[config.mk]
export PLATFORM = sky130hd
export DESIGN_NAME = dosing_pump_timer_bank
export DESIGN_NICKNAME = d
export VERILOG_FILES = /design/src/dpt_pkg.sv /design/src/dpt_front.sv /design/src/dpt_cmd_queue.sv /design/src/dpt_divider.sv /design/src/dpt_back.sv /design/src/dosing_pump_timer_bank.sv
export SDC_FILE = /design/constraint.sdc
export NUM_CORES = 1
export LEC_CHECK = 0
export BUFFER_PORTS_ARGS = -buffer_cell sky130_fd_sc_hd__buf_2
export CORE_AREA = 3 3 249 251
export DETAILED_ROUTE_END_ITERATION = 8
export DIE_AREA = 0 0 252 254
export PLACE_DENSITY_LB_ADDON = 0.15
export SLEW_MARGIN = 20
export SYNTH_ARGS = -nofsm -noshare
export SYNTH_HDL_FRONTEND = slang
export SYNTH_HIERARCHICAL = 1
export SYNTH_SLANG_ARGS = --single-unit
[constraint.sdc]
create_clock -name clk -period 11 [get_ports clk]
set_input_delay 0.55 -clock clk [delete_from_list [all_inputs] [get_ports clk]]
set_output_delay 0.55 -clock clk [all_outputs]
set_load 0.05 [all_outputs]
[src/dpt_pkg.sv]
// Shared types and constants for the dosing pump timer bank.
// Used by every module of the block; depends on nothing else.
`timescale 1ns / 1ps
`default_nettype none

package dpt_pkg;

    // Command kinds as they arrive in tuser.
    localparam logic [2:0] KIND_TICK      = 3'd0;
    localparam logic [2:0] KIND_DOSE_TIME = 3'd1;
    localparam logic [2:0] KIND_DOSE_VOL  = 3'd2;
    localparam logic [2:0] KIND_STOP_ONE  = 3'd3;
    localparam logic [2:0] KIND_STOP_ALL  = 3'd4;

    localparam int          FLOW_REGS    = 4;
    localparam int          DRIVE_W      = 4;
    localparam logic [15:0] DEFAULT_FLOW = 16'd256;
    localparam logic [31:0] MIN_DOSE_MS  = 32'd100;
    localparam logic [9:0]  MS_PER_S     = 10'd1000;

    // Volume times 1000 needs 34 bits.
    localparam int DIV_W = 34;

    // Operation after classification; OP_NONE covers every ignored command.
    typedef enum logic [2:0] {
        OP_NONE,
        OP_TICK,
        OP_TIME,
        OP_VOLUME,
        OP_STOP_ONE,
        OP_STOP_ALL
    } op_t;

    typedef struct packed {
        op_t         op;
        logic [2:0]  pump_id;
        logic [31:0] dose_time_ms;
        logic [23:0] dose_volume;
    } cmd_t;

    typedef enum logic [1:0] {
        ST_IDLE,
        ST_MUL,
        ST_DIV,
        ST_LOAD
    } state_t;

endpackage

`default_nettype wire

[src/dpt_front.sv]
// Front end: unpacks an incoming request and classifies it into an operation.
// Depends on dpt_pkg.
`timescale 1ns / 1ps
`default_nettype none

module dpt_front #(
    parameter int PUMP_COUNT = 4
) (
    input  wire logic         s_tvalid,
    output logic              s_tready,
    input  wire logic [63:0]  s_tdata,
    input  wire logic [2:0]   s_tuser,
    input  wire logic         q_full,
    output logic              push,
    output dpt_pkg::cmd_t     cmd
);

    logic [2:0]  pump_id;
    logic [31:0] dose_time_ms;
    logic [23:0] dose_volume;
    logic        id_ok;

    assign pump_id      = s_tdata[2:0];
    assign dose_time_ms = s_tdata[34:3];
    assign dose_volume  = s_tdata[58:35];
    assign id_ok        = {1'b0, pump_id} < 4'(PUMP_COUNT);

    assign s_tready = !q_full;
    assign push     = s_tvalid && !q_full;

    always_comb
    begin
        cmd.pump_id      = pump_id;
        cmd.dose_time_ms = dose_time_ms;
        cmd.dose_volume  = dose_volume;
        unique case (s_tuser)
            dpt_pkg::KIND_TICK:      cmd.op = dpt_pkg::OP_TICK;
            dpt_pkg::KIND_DOSE_TIME: cmd.op = id_ok ? dpt_pkg::OP_TIME : dpt_pkg::OP_NONE;
            dpt_pkg::KIND_DOSE_VOL:
                cmd.op = (id_ok && dose_volume != '0) ? dpt_pkg::OP_VOLUME : dpt_pkg::OP_NONE;
            dpt_pkg::KIND_STOP_ONE:  cmd.op = id_ok ? dpt_pkg::OP_STOP_ONE : dpt_pkg::OP_NONE;
            dpt_pkg::KIND_STOP_ALL:  cmd.op = dpt_pkg::OP_STOP_ALL;
            default:                 cmd.op = dpt_pkg::OP_NONE;
        endcase
    end

endmodule

`default_nettype wire

[src/dpt_cmd_queue.sv]
// Two-entry command queue between the front end and the executing back end.
// Depends on dpt_pkg.
`timescale 1ns / 1ps
`default_nettype none

module dpt_cmd_queue (
    input  wire logic          clk,
    input  wire logic          rst_n,
    input  wire logic          push,
    input  wire dpt_pkg::cmd_t push_cmd,
    output logic               full,
    input  wire logic          pop,
    output logic               q_valid,
    output dpt_pkg::cmd_t      q_cmd
);

    dpt_pkg::cmd_t mem [2];
    logic       wr_ptr_reg, wr_ptr_next;
    logic       rd_ptr_reg, rd_ptr_next;
    logic [1:0] count_reg, count_next;

    assign full    = count_reg == 2'd2;
    assign q_valid = count_reg != 2'd0;
    assign q_cmd   = mem[rd_ptr_reg];

    always_comb
    begin
        wr_ptr_next = push ? !wr_ptr_reg : wr_ptr_reg;
        rd_ptr_next = pop ? !rd_ptr_reg : rd_ptr_reg;
        count_next  = count_reg;
        if (push && !pop)
        begin
            count_next = count_reg + 2'd1;
        end
        else if (pop && !push)
        begin
            count_next = count_reg - 2'd1;
        end
    end

    always_ff @(posedge clk)
    begin
        if (push)
        begin
            mem[wr_ptr_reg] <= push_cmd;
        end
    end

    always_ff @(posedge clk or negedge rst_n)
    begin
        if (!rst_n)
        begin
            wr_ptr_reg <= 1'b0;
            rd_ptr_reg <= 1'b0;
            count_reg  <= 2'd0;
        end
        else
        begin
            wr_ptr_reg <= wr_ptr_next;
            rd_ptr_reg <= rd_ptr_next;
            count_reg  <= count_next;
        end
    end

endmodule

`default_nettype wire

[src/dpt_divider.sv]
// Restoring divider, one quotient bit per cycle, for the volume-to-time conversion.
// Depends on dpt_pkg for the dividend width.
`timescale 1ns / 1ps
`default_nettype none

module dpt_divider (
    input  wire logic                      clk,
    input  wire logic                      rst_n,
    input  wire logic                      start,
    input  wire logic [dpt_pkg::DIV_W-1:0] dividend,
    input  wire logic [15:0]               divisor,
    output logic                           done,
    output logic [dpt_pkg::DIV_W-1:0]      quotient
);

    localparam int CNT_W = $clog2(dpt_pkg::DIV_W + 1);

    logic                      busy_reg, busy_next;
    logic                      done_reg, done_next;
    logic [CNT_W-1:0]          cnt_reg, cnt_next;
    logic [15:0]               rem_reg, rem_next;
    logic [15:0]               dsr_reg, dsr_next;
    logic [dpt_pkg::DIV_W-1:0] quo_reg, quo_next;
    logic [16:0]               trial;
    logic [16:0]               diff;
    logic                      ge;

    assign trial = {rem_reg, quo_reg[dpt_pkg::DIV_W-1]};
    assign ge    = trial >= {1'b0, dsr_reg};
    assign diff  = trial - {1'b0, dsr_reg};

    always_comb
    begin
        busy_next = busy_reg;
        done_next = 1'b0;
        cnt_next  = cnt_reg;
        rem_next  = rem_reg;
        dsr_next  = dsr_reg;
        quo_next  = quo_reg;
        if (start)
        begin
            busy_next = 1'b1;
            cnt_next  = CNT_W'(dpt_pkg::DIV_W);
            rem_next  = '0;
            dsr_next  = divisor;
            quo_next  = dividend;
        end
        else if (busy_reg)
        begin
            // The remainder stays below the divisor, so 16 bits hold it.
            rem_next = ge ? diff[15:0] : trial[15:0];
            quo_next = {quo_reg[dpt_pkg::DIV_W-2:0], ge};
            cnt_next = cnt_reg - CNT_W'(1);
            if (cnt_reg == CNT_W'(1))
            begin
                busy_next = 1'b0;
                done_next = 1'b1;
            end
        end
    end

    always_ff @(posedge clk)
    begin
        rem_reg <= rem_next;
        dsr_reg <= dsr_next;
        quo_reg <= quo_next;
    end

    always_ff @(posedge clk or negedge rst_n)
    begin
        if (!rst_n)
        begin
            busy_reg <= 1'b0;
            done_reg <= 1'b0;
            cnt_reg  <= '0;
        end
        else
        begin
            busy_reg <= busy_next;
            done_reg <= done_next;
            cnt_reg  <= cnt_next;
        end
    end

    assign done     = done_reg;
    assign quotient = quo_reg;

endmodule

`default_nettype wire

[src/dpt_back.sv]
// Back end: executes queued commands on the pump timers and holds the result register.
// Depends on dpt_pkg and dpt_divider.
`timescale 1ns / 1ps
`default_nettype none

module dpt_back #(
    parameter int PUMP_COUNT = 4
) (
    input  wire logic          clk,
    input  wire logic          rst_n,
    input  wire logic [15:0]   flow_rate [dpt_pkg::FLOW_REGS],
    input  wire logic          q_valid,
    input  wire dpt_pkg::cmd_t q_cmd,
    output logic               pop,
    output logic               m_tvalid,
    input  wire logic          m_tready,
    output logic [39:0]        m_tdata
);

    dpt_pkg::state_t state_reg, state_next;

    logic [PUMP_COUNT-1:0] on_reg, on_next;
    logic [31:0]           rem_reg [PUMP_COUNT];
    logic [31:0]           rem_next [PUMP_COUNT];

    logic [2:0]  cur_id_reg;
    logic [23:0] cur_vol_reg;
    logic [15:0] flow_sel_reg;
    logic [31:0] loaded_reg, loaded_next;

    logic        out_valid_reg;
    logic [3:0]  drive_out_reg;
    logic        acc_out_reg;
    logic [31:0] loaded_out_reg;

    logic        out_free;
    logic        exec_en;
    dpt_pkg::op_t exec_op;
    logic [2:0]  exec_id;
    logic [31:0] exec_ms;
    logic        capture;
    logic [15:0] flow_sel;
    logic [3:0]  drive_next;

    logic                      div_start;
    logic                      div_done;
    logic [dpt_pkg::DIV_W-1:0] div_q;
    logic [dpt_pkg::DIV_W-1:0] product;

    assign out_free = !out_valid_reg || m_tready;

    // Next state.
    always_comb
    begin
        state_next = state_reg;
        unique case (state_reg)
            dpt_pkg::ST_IDLE:
                if (q_valid && out_free && q_cmd.op == dpt_pkg::OP_VOLUME)
                begin
                    state_next = dpt_pkg::ST_MUL;
                end
            dpt_pkg::ST_MUL:
                state_next = dpt_pkg::ST_DIV;
            dpt_pkg::ST_DIV:
                if (div_done)
                begin
                    state_next = dpt_pkg::ST_LOAD;
                end
            dpt_pkg::ST_LOAD:
                if (out_free)
                begin
                    state_next = dpt_pkg::ST_IDLE;
                end
            default:
                state_next = dpt_pkg::ST_IDLE;
        endcase
    end

    // Outputs of the sequencer.
    always_comb
    begin
        pop       = 1'b0;
        exec_en   = 1'b0;
        exec_op   = dpt_pkg::OP_NONE;
        exec_id   = q_cmd.pump_id;
        exec_ms   = q_cmd.dose_time_ms;
        capture   = 1'b0;
        div_start = 1'b0;
        unique case (state_reg)
            dpt_pkg::ST_IDLE:
            begin
                pop = q_valid && out_free;
                if (pop)
                begin
                    if (q_cmd.op == dpt_pkg::OP_VOLUME)
                    begin
                        capture = 1'b1;
                    end
                    else
                    begin
                        exec_en = 1'b1;
                        exec_op = q_cmd.op;
                    end
                end
            end
            dpt_pkg::ST_MUL:
                div_start = 1'b1;
            dpt_pkg::ST_DIV:
                div_start = 1'b0;
            dpt_pkg::ST_LOAD:
            begin
                exec_en = out_free;
                exec_op = dpt_pkg::OP_VOLUME;
                exec_id = cur_id_reg;
                exec_ms = loaded_reg;
            end
            default:
                exec_en = 1'b0;
        endcase
    end

    // Flow for the addressed pump; pumps without a register, or with a zero register, use the default.
    always_comb
    begin
        flow_sel = dpt_pkg::DEFAULT_FLOW;
        for (int i = 0; i < dpt_pkg::FLOW_REGS; i++)
        begin
            if (q_cmd.pump_id == 3'(i) && flow_rate[i] != '0)
            begin
                flow_sel = flow_rate[i];
            end
        end
    end

    assign product = dpt_pkg::DIV_W'(cur_vol_reg) * dpt_pkg::DIV_W'(dpt_pkg::MS_PER_S);

    dpt_divider u_div (
        .clk      (clk),
        .rst_n    (rst_n),
        .start    (div_start),
        .dividend (product),
        .divisor  (flow_sel_reg),
        .done     (div_done),
        .quotient (div_q)
    );

    // Saturate to 32 bits, then raise to the minimum dose length.
    always_comb
    begin
        loaded_next = loaded_reg;
        if (div_done)
        begin
            if (div_q[dpt_pkg::DIV_W-1:32] != '0)
            begin
                loaded_next = '1;
            end
            else if (div_q[31:0] < dpt_pkg::MIN_DOSE_MS)
            begin
                loaded_next = dpt_pkg::MIN_DOSE_MS;
            end
            else
            begin
                loaded_next = div_q[31:0];
            end
        end
    end

    // Timer update for the operation being executed.
    always_comb
    begin
        on_next = on_reg;
        for (int i = 0; i < PUMP_COUNT; i++)
        begin
            rem_next[i] = rem_reg[i];
            case (exec_op)
                dpt_pkg::OP_TICK:
                    if (on_reg[i])
                    begin
                        if (rem_reg[i] <= 32'd1)
                        begin
                            on_next[i]  = 1'b0;
                            rem_next[i] = '0;
                        end
                        else
                        begin
                            rem_next[i] = rem_reg[i] - 32'd1;
                        end
                    end
                dpt_pkg::OP_TIME, dpt_pkg::OP_VOLUME:
                    if (exec_id == 3'(i))
                    begin
                        on_next[i]  = 1'b1;
                        rem_next[i] = exec_ms;
                    end
                dpt_pkg::OP_STOP_ONE:
                    if (exec_id == 3'(i))
                    begin
                        on_next[i]  = 1'b0;
                        rem_next[i] = '0;
                    end
                dpt_pkg::OP_STOP_ALL:
                begin
                    on_next[i]  = 1'b0;
                    rem_next[i] = '0;
                end
                default:
                    rem_next[i] = rem_reg[i];
            endcase
        end
        drive_next = '0;
        for (int i = 0; i < dpt_pkg::DRIVE_W; i++)
        begin
            if (i < PUMP_COUNT)
            begin
                drive_next[i] = on_next[i];
            end
        end
    end

    always_ff @(posedge clk)
    begin
        if (capture)
        begin
            cur_id_reg   <= q_cmd.pump_id;
            cur_vol_reg  <= q_cmd.dose_volume;
            flow_sel_reg <= flow_sel;
        end
        loaded_reg <= loaded_next;
        if (exec_en)
        begin
            drive_out_reg  <= drive_next;
            acc_out_reg    <= exec_op != dpt_pkg::OP_NONE;
            loaded_out_reg <= (exec_op == dpt_pkg::OP_TIME || exec_op == dpt_pkg::OP_VOLUME)
                              ? exec_ms : 32'd0;
        end
    end

    always_ff @(posedge clk or negedge rst_n)
    begin
        if (!rst_n)
        begin
            state_reg     <= dpt_pkg::ST_IDLE;
            on_reg        <= '0;
            out_valid_reg <= 1'b0;
            for (int i = 0; i < PUMP_COUNT; i++)
            begin
                rem_reg[i] <= '0;
            end
        end
        else
        begin
            state_reg <= state_next;
            if (exec_en)
            begin
                on_reg <= on_next;
                for (int i = 0; i < PUMP_COUNT; i++)
                begin
                    rem_reg[i] <= rem_next[i];
                end
            end
            if (exec_en)
            begin
                out_valid_reg <= 1'b1;
            end
            else if (m_tready)
            begin
                out_valid_reg <= 1'b0;
            end
        end
    end

    assign m_tvalid = out_valid_reg;
    assign m_tdata  = {3'b000, loaded_out_reg, acc_out_reg, drive_out_reg};

    logic [PUMP_COUNT-1:0] rem_nonzero;
    always_comb
    begin
        for (int i = 0; i < PUMP_COUNT; i++)
        begin
            rem_nonzero[i] = rem_reg[i] != '0;
        end
    end

    // A stopped pump never keeps a count.
    a_off_has_no_count: assert property (@(posedge clk) disable iff (!rst_n)
        (rem_nonzero & ~on_reg) == '0)
        else $error("stopped pump holds a nonzero count");

    // The divider finishes only while the sequencer waits for it.
    a_div_done_in_div: assert property (@(posedge clk) disable iff (!rst_n)
        div_done |-> state_reg == dpt_pkg::ST_DIV)
        else $error("divider finished outside the divide state");

    // A converted volume dose is never shorter than the minimum.
    a_min_dose: assert property (@(posedge clk) disable iff (!rst_n)
        state_reg == dpt_pkg::ST_LOAD |-> loaded_reg >= dpt_pkg::MIN_DOSE_MS)
        else $error("volume dose below the minimum length");

    // The queue is only drained while the sequencer is idle.
    a_pop_when_idle: assert property (@(posedge clk) disable iff (!rst_n)
        pop |=> $past(state_reg) == dpt_pkg::ST_IDLE)
        else $error("command taken while a volume dose is in progress");

endmodule

`default_nettype wire

[src/dosing_pump_timer_bank.sv]
// Top level of the dosing pump timer bank: flow registers, front end, queue, back end.
// Depends on dpt_pkg, dpt_front, dpt_cmd_queue and dpt_back.
//
// Usage. Each request on the s_ channel is one command: tuser carries the kind
// (tick, dose by time, dose by volume, stop one, stop all) and tdata carries the
// pump id, the dose time and the dose volume. Every request yields exactly one
// result on the m_ channel with the drive bits after the command, an accepted
// flag and the duration that a dose loaded. The APB port holds four 16-bit flow
// registers, for pumps 0 to 3; write them only while no request is in flight.
// Throughput: a command enters a two-entry queue, is executed by the back end and
// its result is registered; such commands sustain one per cycle while the receiver
// keeps up and no volume dose is in progress. A volume dose forms volume*1000 in
// the MUL state, goes through the shared bit-serial divider in DIV, and loads the
// timer in LOAD; it holds the back end until then.
// Reset clears every timer, turns all drives off and sets each flow register
// to 256 (1.0 mL/s). When the receiver stalls, the result register holds its
// value, the back end stops taking commands, and s_tready falls once the queue
// has filled with two commands.
`timescale 1ns / 1ps
`default_nettype none

module dosing_pump_timer_bank #(
    parameter int PUMP_COUNT = 4
) (
    input  wire logic        clk,
    input  wire logic        rst_n,
    // Command requests.
    input  wire logic        s_tvalid,
    output logic             s_tready,
    // s_tdata from bit 0: pump_id[2:0], dose_time_ms[34:3], dose_volume[58:35], zero pad.
    input  wire logic [63:0] s_tdata,
    // s_tuser: kind[2:0].
    input  wire logic [2:0]  s_tuser,
    // Result requests.
    output logic             m_tvalid,
    input  wire logic        m_tready,
    // m_tdata from bit 0: pump_drive[3:0], accepted[4], loaded_time_ms[36:5], zero pad.
    output logic [39:0]      m_tdata,
    // Configuration port.
    input  wire logic        psel,
    input  wire logic        penable,
    input  wire logic        pwrite,
    input  wire logic [3:0]  paddr,
    input  wire logic [31:0] pwdata,
    output logic [31:0]      prdata,
    output logic             pready
);

    logic [15:0] flow_reg [dpt_pkg::FLOW_REGS];
    logic        cfg_wr;
    logic [1:0]  cfg_idx;

    logic          q_full;
    logic          push;
    logic          pop;
    logic          q_valid;
    dpt_pkg::cmd_t front_cmd;
    dpt_pkg::cmd_t q_cmd;

    // Flow registers sit at byte address 4*i; all four addresses map to a register.
    assign pready  = 1'b1;
    assign cfg_idx = paddr[3:2];
    assign cfg_wr  = psel && penable && pwrite;
    assign prdata  = {16'd0, flow_reg[cfg_idx]};

    always_ff @(posedge clk or negedge rst_n)
    begin
        if (!rst_n)
        begin
            for (int i = 0; i < dpt_pkg::FLOW_REGS; i++)
            begin
                flow_reg[i] <= dpt_pkg::DEFAULT_FLOW;
            end
        end
        else if (cfg_wr)
        begin
            flow_reg[cfg_idx] <= pwdata[15:0];
        end
    end

    // The front end decodes the kind and checks the pump id and volume so that
    // the back end sees every rejected command as OP_NONE.
    dpt_front #(
        .PUMP_COUNT (PUMP_COUNT)
    ) u_front (
        .s_tvalid (s_tvalid),
        .s_tready (s_tready),
        .s_tdata  (s_tdata),
        .s_tuser  (s_tuser),
        .q_full   (q_full),
        .push     (push),
        .cmd      (front_cmd)
    );

    // The queue lets requests keep arriving while a volume dose is in the divider
    // or while a result waits for the receiver.
    dpt_cmd_queue u_queue (
        .clk      (clk),
        .rst_n    (rst_n),
        .push     (push),
        .push_cmd (front_cmd),
        .full     (q_full),
        .pop      (pop),
        .q_valid  (q_valid),
        .q_cmd    (q_cmd)
    );

    dpt_back #(
        .PUMP_COUNT (PUMP_COUNT)
    ) u_back (
        .clk       (clk),
        .rst_n     (rst_n),
        .flow_rate (flow_reg),
        .q_valid   (q_valid),
        .q_cmd     (q_cmd),
        .pop       (pop),
        .m_tvalid  (m_tvalid),
        .m_tready  (m_tready),
        .m_tdata   (m_tdata)
    );

endmodule

`default_nettype wire

Word level (Yosys, flattened, before mapping). Memory sizes are Yosys's and may differ from the RTL's. Cells that the tools add are included.

Bits in registers: 389. Bits in writable memories: 124. Input bits: 110. Word-level logic and storage cells: 218. Memories: 1.

Memory list: u_queue.mem (depth 2, width 62, rd ports 1, clocked after memory_dff 0, wr ports 1, line dpt_cmd_queue.sv:17) `dpt_pkg::cmd_t mem [2];`.

Add/sub/neg operators: 8. Multiply operators: 1. Magnitude comparators: 9. Eq/ne operators: 36. Muxes and demuxes: 89. Bitwise operators: 1. Reduce and logical (&&, ||, !) cells: 44.

Operators with widths (number): 2-to-1 mux 32 bit (18); case mux 32 bit (4 select lines) (4); <= comparator 32 x 1 -> 1 bit, second input constant (4); 2-to-1 mux 16 bit (8); subtractor 32 x 1 -> 32 bit, second input constant (4); 2-to-1 mux 34 bit (2); bitwise mux 64 bit (1); nonzero test 16 bit (4); 2-to-1 mux 1 bit (33); binary-select mux 16 bit (select 2 bit) (1); demux 16 bit (select 2 bit) (1); < comparator 32 x 7 -> 1 bit, second input constant (1); multiplier 24 x 7 -> 31 bit, second input constant (1); inequality test 2 x 1 -> 1 bit, second input constant (14); == test 3 x 2 -> 1 bit, second input constant (9); nonzero test 24 bit (1); AND reduction 5 bit (4); greater-or-equal comparator 17 x 16 -> 1 bit (1); case mux 1 bit (4 select lines) (4); subtractor 16 bit (1); case mux 3 bit (5 select lines) (1); 2-to-1 mux 2 bit (7); logical AND 1 bit (13); == test 3 x 1 -> 1 bit, second input constant (4); 26 further kinds (47).

Longest topological paths before layout. Gate-level depths: netlist of run 1.

Depth in word-level cells: 9. Depth in mapped cells: 18.

By module. Netlist of run 1, hierarchy kept.

Modules (own cells, without submodules): dpt_back (instances 1, cells each 1896, area an instance 17435.5 sq um, seq. area each 6741.5 sq um); dpt_cmd_queue (instances 1, cells each 209, area an instance 4963.5 sq um, seq. area each 3823.7 sq um); dpt_divider (instances 1, cells each 350, area an instance 4008.8 sq um, seq. area each 2021.9 sq um); dosing_pump_timer_bank (instances 1, cells each 179, area an instance 2979.1 sq um, seq. area each 1606.5 sq um); dpt_front (instances 1, cells each 78, area an instance 598.1 sq um, seq. area each 0.0 sq um).

Worst setup path before layout of run 1. OpenSTA, ideal clock, no wires.

Path type: reg-to-reg. From: register u_back.cur_vol_reg[8]. To: register u_back.u_div.quo_reg, in the netlist u_back/u_div/quotient[24] (data pin). Setup time: 260 ps. Arrival: 4653 ps. Slack: 6087 ps. Cell stages (with the launch flop): 16. Period minus slack after synthesis: 4913 ps. Cells stage by stage: edfxtp_1 inv_1 fa_1 fa_1 fa_1 inv_1 fa_1 ha_1 clkbuf_1 nand3_1 a2111oi_0 nor2_1 o21ai_0 a21boi_0 xnor2_1 mux2_2.

Cells in the longest elaborated chain, start to end: 2.

RTL lines: start, declared (line dpt_back.sv:27) `logic [23:0] cur_vol_reg;`; start signal, assigned (line dpt_back.sv:225) `cur_vol_reg <= q_cmd.dose_volume;`; multiplier 24 x 7 -> 31 bit (line dpt_back.sv:135) `assign product = dpt_pkg::DIV_W'(cur_vol_reg) * dpt_pkg::DIV_W'(dpt_pkg::MS_PER_S);`; net u_back.product (one bit) (line dpt_back.sv:48) `logic [dpt_pkg::DIV_W-1:0] product;`; 2-to-1 mux 34 bit (line dpt_divider.sv:40) `if (start)`; net u_back.u_div.quo_next (one bit) (line dpt_divider.sv:23) `logic [dpt_pkg::DIV_W-1:0] quo_reg, quo_next;`; end signal, assigned (line dpt_divider.sv:66) `quo_reg <= quo_next;`; end, declared (line dpt_divider.sv:23).

The timed path passes the listed nets, and every way through them passes these cells. A chain may end at the register's enable or synchronous reset.

Worst setup path in the final report of run 1.
From: register u_back.cur_vol_reg[9]. To: register u_back.u_div.quo_reg, in the netlist u_back/u_div/quotient[32] (data pin).

The elaborated chain is that of the path after synthesis.

==> results.sh, run 1 <==
export IMPL_met2_usage_pct=35.66
export IMPL_synthFlopType="edfxtp_1"
export IMPL_rsz0062_at_grt="false"
export IMPL_synth_seq_area_share_pct=47.34
export IMPL_die_area_sq_um=64010
export IMPL_critical_path_endpoint_type="flip-flop"
export IMPL_cts_root_buf="clkbuf_16"
export IMPL_place_congestion=0.8672
export IMPL_placed_area_sq_um=30690
export IMPL_layout_drive_gt1_share_pct=18.33
export IMPL_post_place_ws_ns=5.699
export IMPL_finalCritPeriodShare_pct=48.20
export IMPL_fp_dieH_um=254
export IMPL_nets=3055
export IMPL_setup_violations=0
export IMPL_vias=21010
export IMPL_fillCellCount=5203
export IMPL_ir_worst_vdd_uv=129.5
export IMPL_grt_pass1_wl_um=115000
export IMPL_hold_viol_final=0
export IMPL_grt_max_degree=79
export IMPL_grt_usage_pct=22.69
export IMPL_grt_ovfl_total=0
export IMPL_clock_latency_ns=0.61
export IMPL_crit_path_frequent_cell="fa_1"
export IMPL_fin_tns_setup_ns=0
export IMPL_final_setup_worst_slack_ns=5.698
export IMPL_ctsHoldBuffers=1
export IMPL_drt_iter0_markers=1656
export IMPL_io_buffer_count=141
export IMPL_seq_area_sq_um=14200
export IMPL_syn2layout_area_growth_pct=8.784
export IMPL_busiest_layer="met2"
export IMPL_min_path_type="in -> reg"
export IMPL_finalMaxSlewViolations=0
export IMPL_via_per_inst=5.858
export IMPL_drcViolationCount=0
export IMPL_fin_area_sq_um=32620
export IMPL_startpoint_type="flip-flop"
export IMPL_numClockSinks=513
export IMPL_worst_ep_required_time_ns=11.34
export IMPL_cp_slowest_cell="a2111oi_0"
export IMPL_cts_resized=0
export IMPL_h_tree_depth=2
export IMPL_fin_crit_ns=5.302
export IMPL_grt_pass1_vias=20460
export IMPL_ys_types=107
export IMPL_dp_final_hpwl_um=51070
export IMPL_leakagePower_nw=12.93
export IMPL_multi_input_area_sq_um=13810
export IMPL_ios=185
export IMPL_max_stage_delay_ns=0.56
export IMPL_crit_type="reg -> reg"
export IMPL_antenna_cells=0
export IMPL_syn_area_sq_um=29990
export IMPL_antenna_found_initial=3
export IMPL_wire_per_inst_um=20.34
export IMPL_synthCells=2712
export IMPL_core_area_sq_um=60130
export IMPL_cts_tree="done"
export IMPL_drt_total_wl_um=72960
export IMPL_cellPowerDensity_nw_per_um2=145.3
export IMPL_cts_buffer_depth=3
export IMPL_avgSynthCellArea_sq_um=11.06
export IMPL_arrival_ns=5.64
export IMPL_rows=90
export IMPL_initial_utilization_pct=49.86
export IMPL_post_cts_buffers=0
export IMPL_max_freq_mhz=188.6
export IMPL_timing_slew_headroom_pct=19.00
export IMPL_skew_ns=0.02854
export IMPL_crit_path_cell_trace="inv_1 > fa_1 > fa_1 > fa_1 > inv_1 > fa_1 > ha_1 > nand3_1 > a2111oi_0 > nor3_1 > o31ai_1 > a21oi_1 > xnor2_1 > mux2_2"
export IMPL_drt_pass1_iter_count=9
export IMPL_maxCapViolCount=0
export IMPL_outcome="finished clean"
export IMPL_yosysWarnings=6
export IMPL_crit_path_max_fanout=9
export IMPL_worst_pin_slew_ns=1.215
export IMPL_synthArstFlopShare_pct=41.13
export IMPL_cts_buffers=55
export IMPL_largest_reg_flops=128
export IMPL_hold_slack_ns=0.1388
export IMPL_clk_pin_slew_ns=0.06
export IMPL_grt_use_met3_pct=3.162
export IMPL_use_met1_pct=31.99
export IMPL_synth_edf_count=286
export IMPL_ys_seq_elements=513
export IMPL_ant_nets=0
export IMPL_fp_dieW_um=252
==> kinds of logic after synthesis <==
| logic type | share of synthesized area, % |
|---|---|
| fa+ha+maj | 9.981 |
| other cells | 0.03755 |
| flops | 47.34 |
| compound gates | 13.77 |
| simple gates | 11.88 |
| mux | 8.742 |
| xor+xnor | 1.256 |
| buf+inv | 7.006 |
==> where the power goes <==
part | leakage (nW) | internal (W) | switching [W]
Sequential | 5.37 | 0.00222 | 0.0000925
Combinational | 6.65 | 0.000195 | 0.000323
Clock | 0.907 | 0.00113 | 0.000771
==> final timing paths <==
kind | to | from | cells after the start | slack [ns]
min in group asynchronous | u_back/rem_reg[23]$_DFFE_PN0P_ | rst_n | 2 | 0.50
worst max-delay path | u_back/u_div/quotient[32]$_DFFE_PP_ | u_back/cur_vol_reg[9]$_DFFE_PP_ | 14 | 5.70
worst max register to register | u_back/u_div/quotient[32]$_DFFE_PP_ | u_back/cur_vol_reg[9]$_DFFE_PP_ | 14 | 5.70
worst min register to register | u_back/u_div/dsr_reg[3]$_DFFE_PP_ | u_back/flow_sel_reg[3]$_DFFE_PP_ | 0 | 0.42
worst min-delay path | u_queue/mem[0][56]$_DFFE_PP_ | s_tdata[0] | 1 | 0.14
max in group asynchronous | u_back/rem_reg[20]$_DFFE_PN0P_ | rst_n | 3 | 9.09
==> synth_stat cells (17+ instances only) <==
cell type / instances / area, sq um
inv_1: 202 / 758.2
nand4_1: 17 / 106.4
a21oi_1: 177 / 885.9
mux2_4: 59 / 885.9
clkbuf_1: 64 / 240.2
buf_4: 94 / 705.7
mux2i_1: 17 / 170.2
or3_1: 46 / 287.8
o21ai_1: 67 / 335.3
ha_1: 100 / 1251
o21ai_0: 187 / 935.9
nand3_1: 47 / 235.2
nand2_1: 148 / 555.5
nor4_1: 55 / 344.1
a21o_1: 20 / 150.1
edfxtp_1: 286 / 8588
mux2_2: 107 / 1205
nor3_1: 69 / 345.3
o211ai_1: 17 / 127.6
fa_1: 87 / 1742
xnor2_1: 27 / 236.5
a31oi_1: 54 / 337.8
dfrtp_1: 207 / 5180
nor2_1: 186 / 698.2
==> per-layer routing <==
metal  wire, um  share of wire [%]
met5         27              0.037
met4       2988                4.1
met3       4832                6.6
met2      33330                 46
met1      31780                 44
==> critical path: cells and delay by family (launching register included) <==
family | cells | cell delay, ns
buffers and inverters | 2 | 0.31
AND/OR/NAND/NOR | 2 | 0.37
multiplexers | 1 | 0.27
adder cells (fa/ha/maj) | 5 | 2.41
flip-flops | 1 | 0.43
XOR/XNOR | 1 | 0.15
AO/OA/AOI/OAI | 3 | 1.10
==> cell type report <==
cell class,count,area share [%]
sequential,513,43.53
clock buffer,67,4.611
multi-input combinational,1814,42.35
clock inverter,36,1.124
tap,782,3.000
inverter,203,2.336
timing repair buffer,171,3.057
==> per-stage QoR <==
step | util (%) | power [W] | instances
after floorplan | - | 0.002710 | 2732
after global placement | 50.96 | 0.002856 | 3478
after detailed placement | 51.04 | 0.002873 | 3480
after CTS | 54.17 | 0.004791 | 3584
after global routing | 54.24 | 0.004915 | 3586
final | 54.24 | 0.004739 | 3586
==> placed cells by master (no fill, tap or decap), drive strengths merged, types with 9 or more instances in the layout <==
master / netlist / routed
edfxtp: 286 / 286
o21ai: 255 / 255
dfrtp: 207 / 207
inv: 203 / 203
nor2: 188 / 188
a21oi: 179 / 179
buf: 131 / 169
mux2: 166 / 166
nand2: 151 / 151
ha: 100 / 100
fa: 87 / 87
nor3: 74 / 74
clkbuf: 71 / 68
nor4: 59 / 59
a31oi: 55 / 55
nand3: 49 / 49
or3: 46 / 46
xnor2: 27 / 27
conb: 3 / 23
clkinv: 0 / 23
a21o: 20 / 20
nand4: 18 / 18
o211ai: 17 / 17
mux2i: 17 / 17
mux4: 16 / 16
o2bb2ai: 16 / 16
xor2: 16 / 16
dfxtp: 16 / 16
o21a: 15 / 15
and2: 15 / 15
and3: 14 / 14
nand2b: 14 / 14
nor2b: 14 / 14
or2: 13 / 13
or4: 11 / 11
a211oi: 11 / 11
o31ai: 9 / 9
No activity file was read; power rests on OpenSTA's default activity.
==> run 2, diff against run 1 <==
--- a/config.mk
+++ b/config.mk
@@ -5,10 +5,11 @@
 export SDC_FILE = /design/constraint.sdc
 export NUM_CORES = 1
 export LEC_CHECK = 0
+export ABC_AREA = 1
 export BUFFER_PORTS_ARGS = -buffer_cell sky130_fd_sc_hd__buf_2
-export CORE_AREA = 3 3 249 251
+export CORE_AREA = 3 3 259 261
 export DETAILED_ROUTE_END_ITERATION = 8
-export DIE_AREA = 0 0 252 254
+export DIE_AREA = 0 0 262 264
 export PLACE_DENSITY_LB_ADDON = 0.15
 export SLEW_MARGIN = 20
 export SYNTH_ARGS = -nofsm -noshare
==> constraint.sdc (replaced) <==
create_clock -name clk -period 4.3 [get_ports clk]
set_input_delay 0.215 -clock clk [delete_from_list [all_inputs] [get_ports clk]]
set_output_delay 0.215 -clock clk [all_outputs]
set_load 0.05 [all_outputs]
==> run 2 against run 1 <==
Compared with the run above: setup slack worse by 5.6 ns; routed wire length is 16% higher; clock power grew to 2.5 times the previous value; critical path depth is 5 higher; highest routed layer is now met4; critical endpoint is now u_back/u_div/quotient[28]$_DFFE_PP_.
==> results.sh, run 2 <==
export IMPL_fin_crit_ns=4.227
export IMPL_min_from="s_tvalid"
export IMPL_via_per_inst=5.093
export IMPL_synthCells=3894
export IMPL_clock_latency_ns=0.62
export IMPL_arrival_ns=4.59
export IMPL_grt_pass1_vias=24650
export IMPL_placed_area_sq_um=33780
export IMPL_drt_total_wl_um=84290
export IMPL_max_stage_delay_ns=0.52
export IMPL_worst_pin_slew_ns=1.002
export IMPL_wl_met1_um=37090
export IMPL_synth_most_common_cell="nand2_1"
export IMPL_whs_path_depth=4
export IMPL_synthTopCellsByArea="edfxtp_1 27%, nand2_1 17%, dfrtp_1 16%, fa_1 5.4%, inv_1 4.6%"
export IMPL_io_buffer_count=141
export IMPL_final_setup_worst_slack_ns=0.07294
export IMPL_vias=25550
export IMPL_numClockSinks=513
export IMPL_hold_viol_final=0
export IMPL_worstReg2RegEnd="u_back/u_div/quotient[28]$_DFFE_PP_"
export IMPL_ys_seq_elements=513
export IMPL_layout_commonest_cell="nand2_1"
export IMPL_synthArstFlopShare_pct=41.13
export IMPL_crit_path_max_fanout=4
export IMPL_finalMaxSlewViolations=0
export IMPL_syn2layout_area_growth_pct=13.83
export IMPL_antenna_found_initial=0
export IMPL_max_freq_mhz=236.6
export IMPL_startpoint_type="flip-flop"
export IMPL_ir_worst_vdd_uv=530.4
export IMPL_fin_tns_setup_ns=0
export IMPL_r2r_setup_slack_ns=0.07
export IMPL_ios=185
export IMPL_rr_worst_depth=19
export IMPL_ant_nets=0
export IMPL_largest_reg_flops=128
export IMPL_leakagePower_nw=18.23
export IMPL_dpl_cell_count=4827
export IMPL_synthFlopType="edfxtp_1"
export IMPL_maxCapViolCount=0
export IMPL_drt_pass1_iter_count=5
export IMPL_dp_final_hpwl_um=58810
export IMPL_critical_path_endpoint_type="flip-flop"
export IMPL_cts_root_buf="clkbuf_16"
export IMPL_yosys_area_top_type="edfxtp_1"
export IMPL_highest_layer="met4"
export IMPL_crit_path_cell_trace="inv_2 > buf_4 > fa_1 > fa_1 > inv_1 > fa_1 > inv_1 > fa_1 > inv_1 > ha_4 > nand2_1 > nor2_1 > inv_2 > nor2_4 > nand2_1 > o211ai_1 > xor2_1 > nand2_1 > nand2_1"
export IMPL_place_congestion=0.9332
export IMPL_cts_buffers=55
export IMPL_synth_edf_count=286
export IMPL_post_place_ws_ns=-0.1150
export IMPL_path_buf_inv=6
export IMPL_holdPathEnd="u_queue/wr_ptr_reg$_DFFE_PN0P_"
export IMPL_grt_ovfl_total=0
export IMPL_fp_dieH_um=264
export IMPL_h_tree_depth=2
export IMPL_wire_per_inst_um=16.80
export IMPL_cts_tree="done"
export IMPL_wl_met2_um=39900
export IMPL_core_area_sq_um=64700
export IMPL_cts_buffer_depth=3
export IMPL_rsz0062_at_grt="true"
export IMPL_crit_type="reg -> reg"
export IMPL_grt_pass1_wl_um=133000
export IMPL_timing_slew_headroom_pct=33.16
export IMPL_setup_violations=0
export IMPL_crit_family="adder cells"
export IMPL_worst_ep_required_time_ns=4.66
export IMPL_die_area_sq_um=69170
export IMPL_grt_usage_pct=24.21
export IMPL_finalCritPeriodShare_pct=98.30
export IMPL_drt_iter0_markers=1957
export IMPL_syn_area_sq_um=32390
export IMPL_layout_drive_gt1_share_pct=13.72
export IMPL_crit_reg2reg_launch="u_back/cur_vol_reg[16]$_DFFE_PP_"
export IMPL_ys_types=54
export IMPL_finalNonFillerCells=5017
export IMPL_cp_slowest_cell="fa_1"
export IMPL_outcome="finished clean"
export IMPL_fin_area_sq_um=36870
export IMPL_synth_seq_area_share_pct=43.83
export IMPL_fp_dieW_um=262
export IMPL_initial_utilization_pct=50.06
export IMPL_cellPowerDensity_nw_per_um2=867.5
export IMPL_final_cell_mix="1428 x nand2_1, 367 x inv_1, 342 x nor2_1"
export IMPL_drcViolationCount=0
export IMPL_nets=4413
export IMPL_avgSynthCellArea_sq_um=8.317
export IMPL_synth_top_cell_area_share_pct=26.52
export IMPL_rows=93
export IMPL_yosysWarnings=6
export IMPL_synth_common_cells="1436 x nand2_1, 393 x inv_1, 353 x nor2_1, 286 x edfxtp_1, 207 x dfrtp_1"
export IMPL_min_path_type="in -> reg"
export IMPL_met3WireLength_um=4548
export IMPL_skew_ns=0.02167
export IMPL_clk_pin_slew_ns=0.06
export IMPL_grt_max_degree=104
==> run 2: cell types whose count changed after synthesis, moves of 50 or more <==
cell,previous run,this run
nand2_1,148,1436
inv_1,202,393
nor2_1,186,353
a21oi_1,177,49
nand3_1,47,169
mux2_2,107,3
xor2_1,16,93
o21ai_1,67,13
a31oi_1,54,4
==> run 2: cell type report <==
class,instances,area (sq um)
Antenna cell,1,2.502
Clock buffer,75,1511
Clock inverter,27,315.3
Fill cell,5918,27830
Inverter,406,1524
Multi-Input combinational cell,2812,15870
Sequential cell,513,14200
Tap cell,855,1070
Timing Repair Buffer,328,2372
==> run 2: cells by family (layout without fill, tap and decap cells) <==
kind of cell,Yosys count,count (layout),synth area share [%]
simple gates,2110,2110,26.78
buf+inv,589,836,8.716
flops,513,513,43.83
compound gates,294,294,4.883
fa+ha+maj,187,187,9.241
xor+xnor,135,135,3.651
mux,63,63,2.870
other cells,3,24,0.03477
==> run 2: how the worst max path moves through the flow <==
| stage | cells past startpoint | to | slack (ns) | startpoint |
|---|---|---|---|---|
| 2_1_floorplan | 18 | u_back/u_div/quotient[32]$_DFFE_PP_ | 0.04 | u_back/cur_vol_reg[15]$_DFFE_PP_ |
| 3_3_place_gp | 18 | u_back/u_div/quotient[28]$_DFFE_PP_ | -0.07 | u_back/cur_vol_reg[15]$_DFFE_PP_ |
| 3_5_place_dp | 16 | u_back/u_div/quotient[32]$_DFFE_PP_ | -0.12 | u_back/cur_vol_reg[14]$_DFFE_PP_ |
| 4_1_cts | 16 | u_back/u_div/quotient[26]$_DFFE_PP_ | -0.001 | u_back/cur_vol_reg[11]$_DFFE_PP_ |
| 5_1_grt | 21 | u_back/u_div/quotient[33]$_DFFE_PP_ | -0.14 | u_back/cur_vol_reg[16]$_DFFE_PP_ |
| 6_report | 19 | u_back/u_div/quotient[28]$_DFFE_PP_ | 0.07 | u_back/cur_vol_reg[16]$_DFFE_PP_ |
==> run 2: worst register-to-register path: stages, from the launching register on <==
cell	delay, ns
edfxtp_1	0.36
inv_2	0.07
buf_4	0.14
fa_1	0.50
fa_1	0.52
inv_1	0.05
fa_1	0.50
inv_1	0.05
fa_1	0.49
inv_1	0.06
ha_4	0.30
nand2_1	0.10
nor2_1	0.14
inv_2	0.08
nor2_4	0.09
nand2_1	0.05
o211ai_1	0.23
xor2_1	0.11
nand2_1	0.08
nand2_1	0.05
==> run 2: metrics by stage <==
stage,hold WS [ns],total power (W),util (%)
2_1_floorplan,-0.08059,0.02091,-
3_3_place_gp,0.2186,0.02566,52.21
3_5_place_dp,0.2161,0.02580,52.21
4_1_cts,0.04828,0.03109,56.41
5_1_grt,0.05918,0.03469,56.98
6_report,0.09217,0.03198,56.98
==> run 2: repair_timing <==
action | in CTS | in global routing
pin swaps | 3 | 40
gates resized for setup | 26 | 84
endpoints found under the setup margin | 12 | 19
cloned | 0 | 0
hold endpoints to repair | 261 | 0
setup buffers | 1 | 8
hold buffers | 78 | 0
==> run 2: power by group <==
| group | total (W) | internal, W | switching [W] |
|---|---|---|---|
| Combinational | 0.0190 | 0.00702 | 0.0120 |
| Sequential | 0.00820 | 0.00708 | 0.00112 |
| Clock | 0.00480 | 0.00282 | 0.00198 |
==> run 2: layer usage <==
layer / vias up / GRT usage, %
met5: - / 0
met4: 0 / 8.389
met3: 136 / 3.317
met2: 652 / 39.58
met1: 12020 / 33.14
li1: 12750 / -
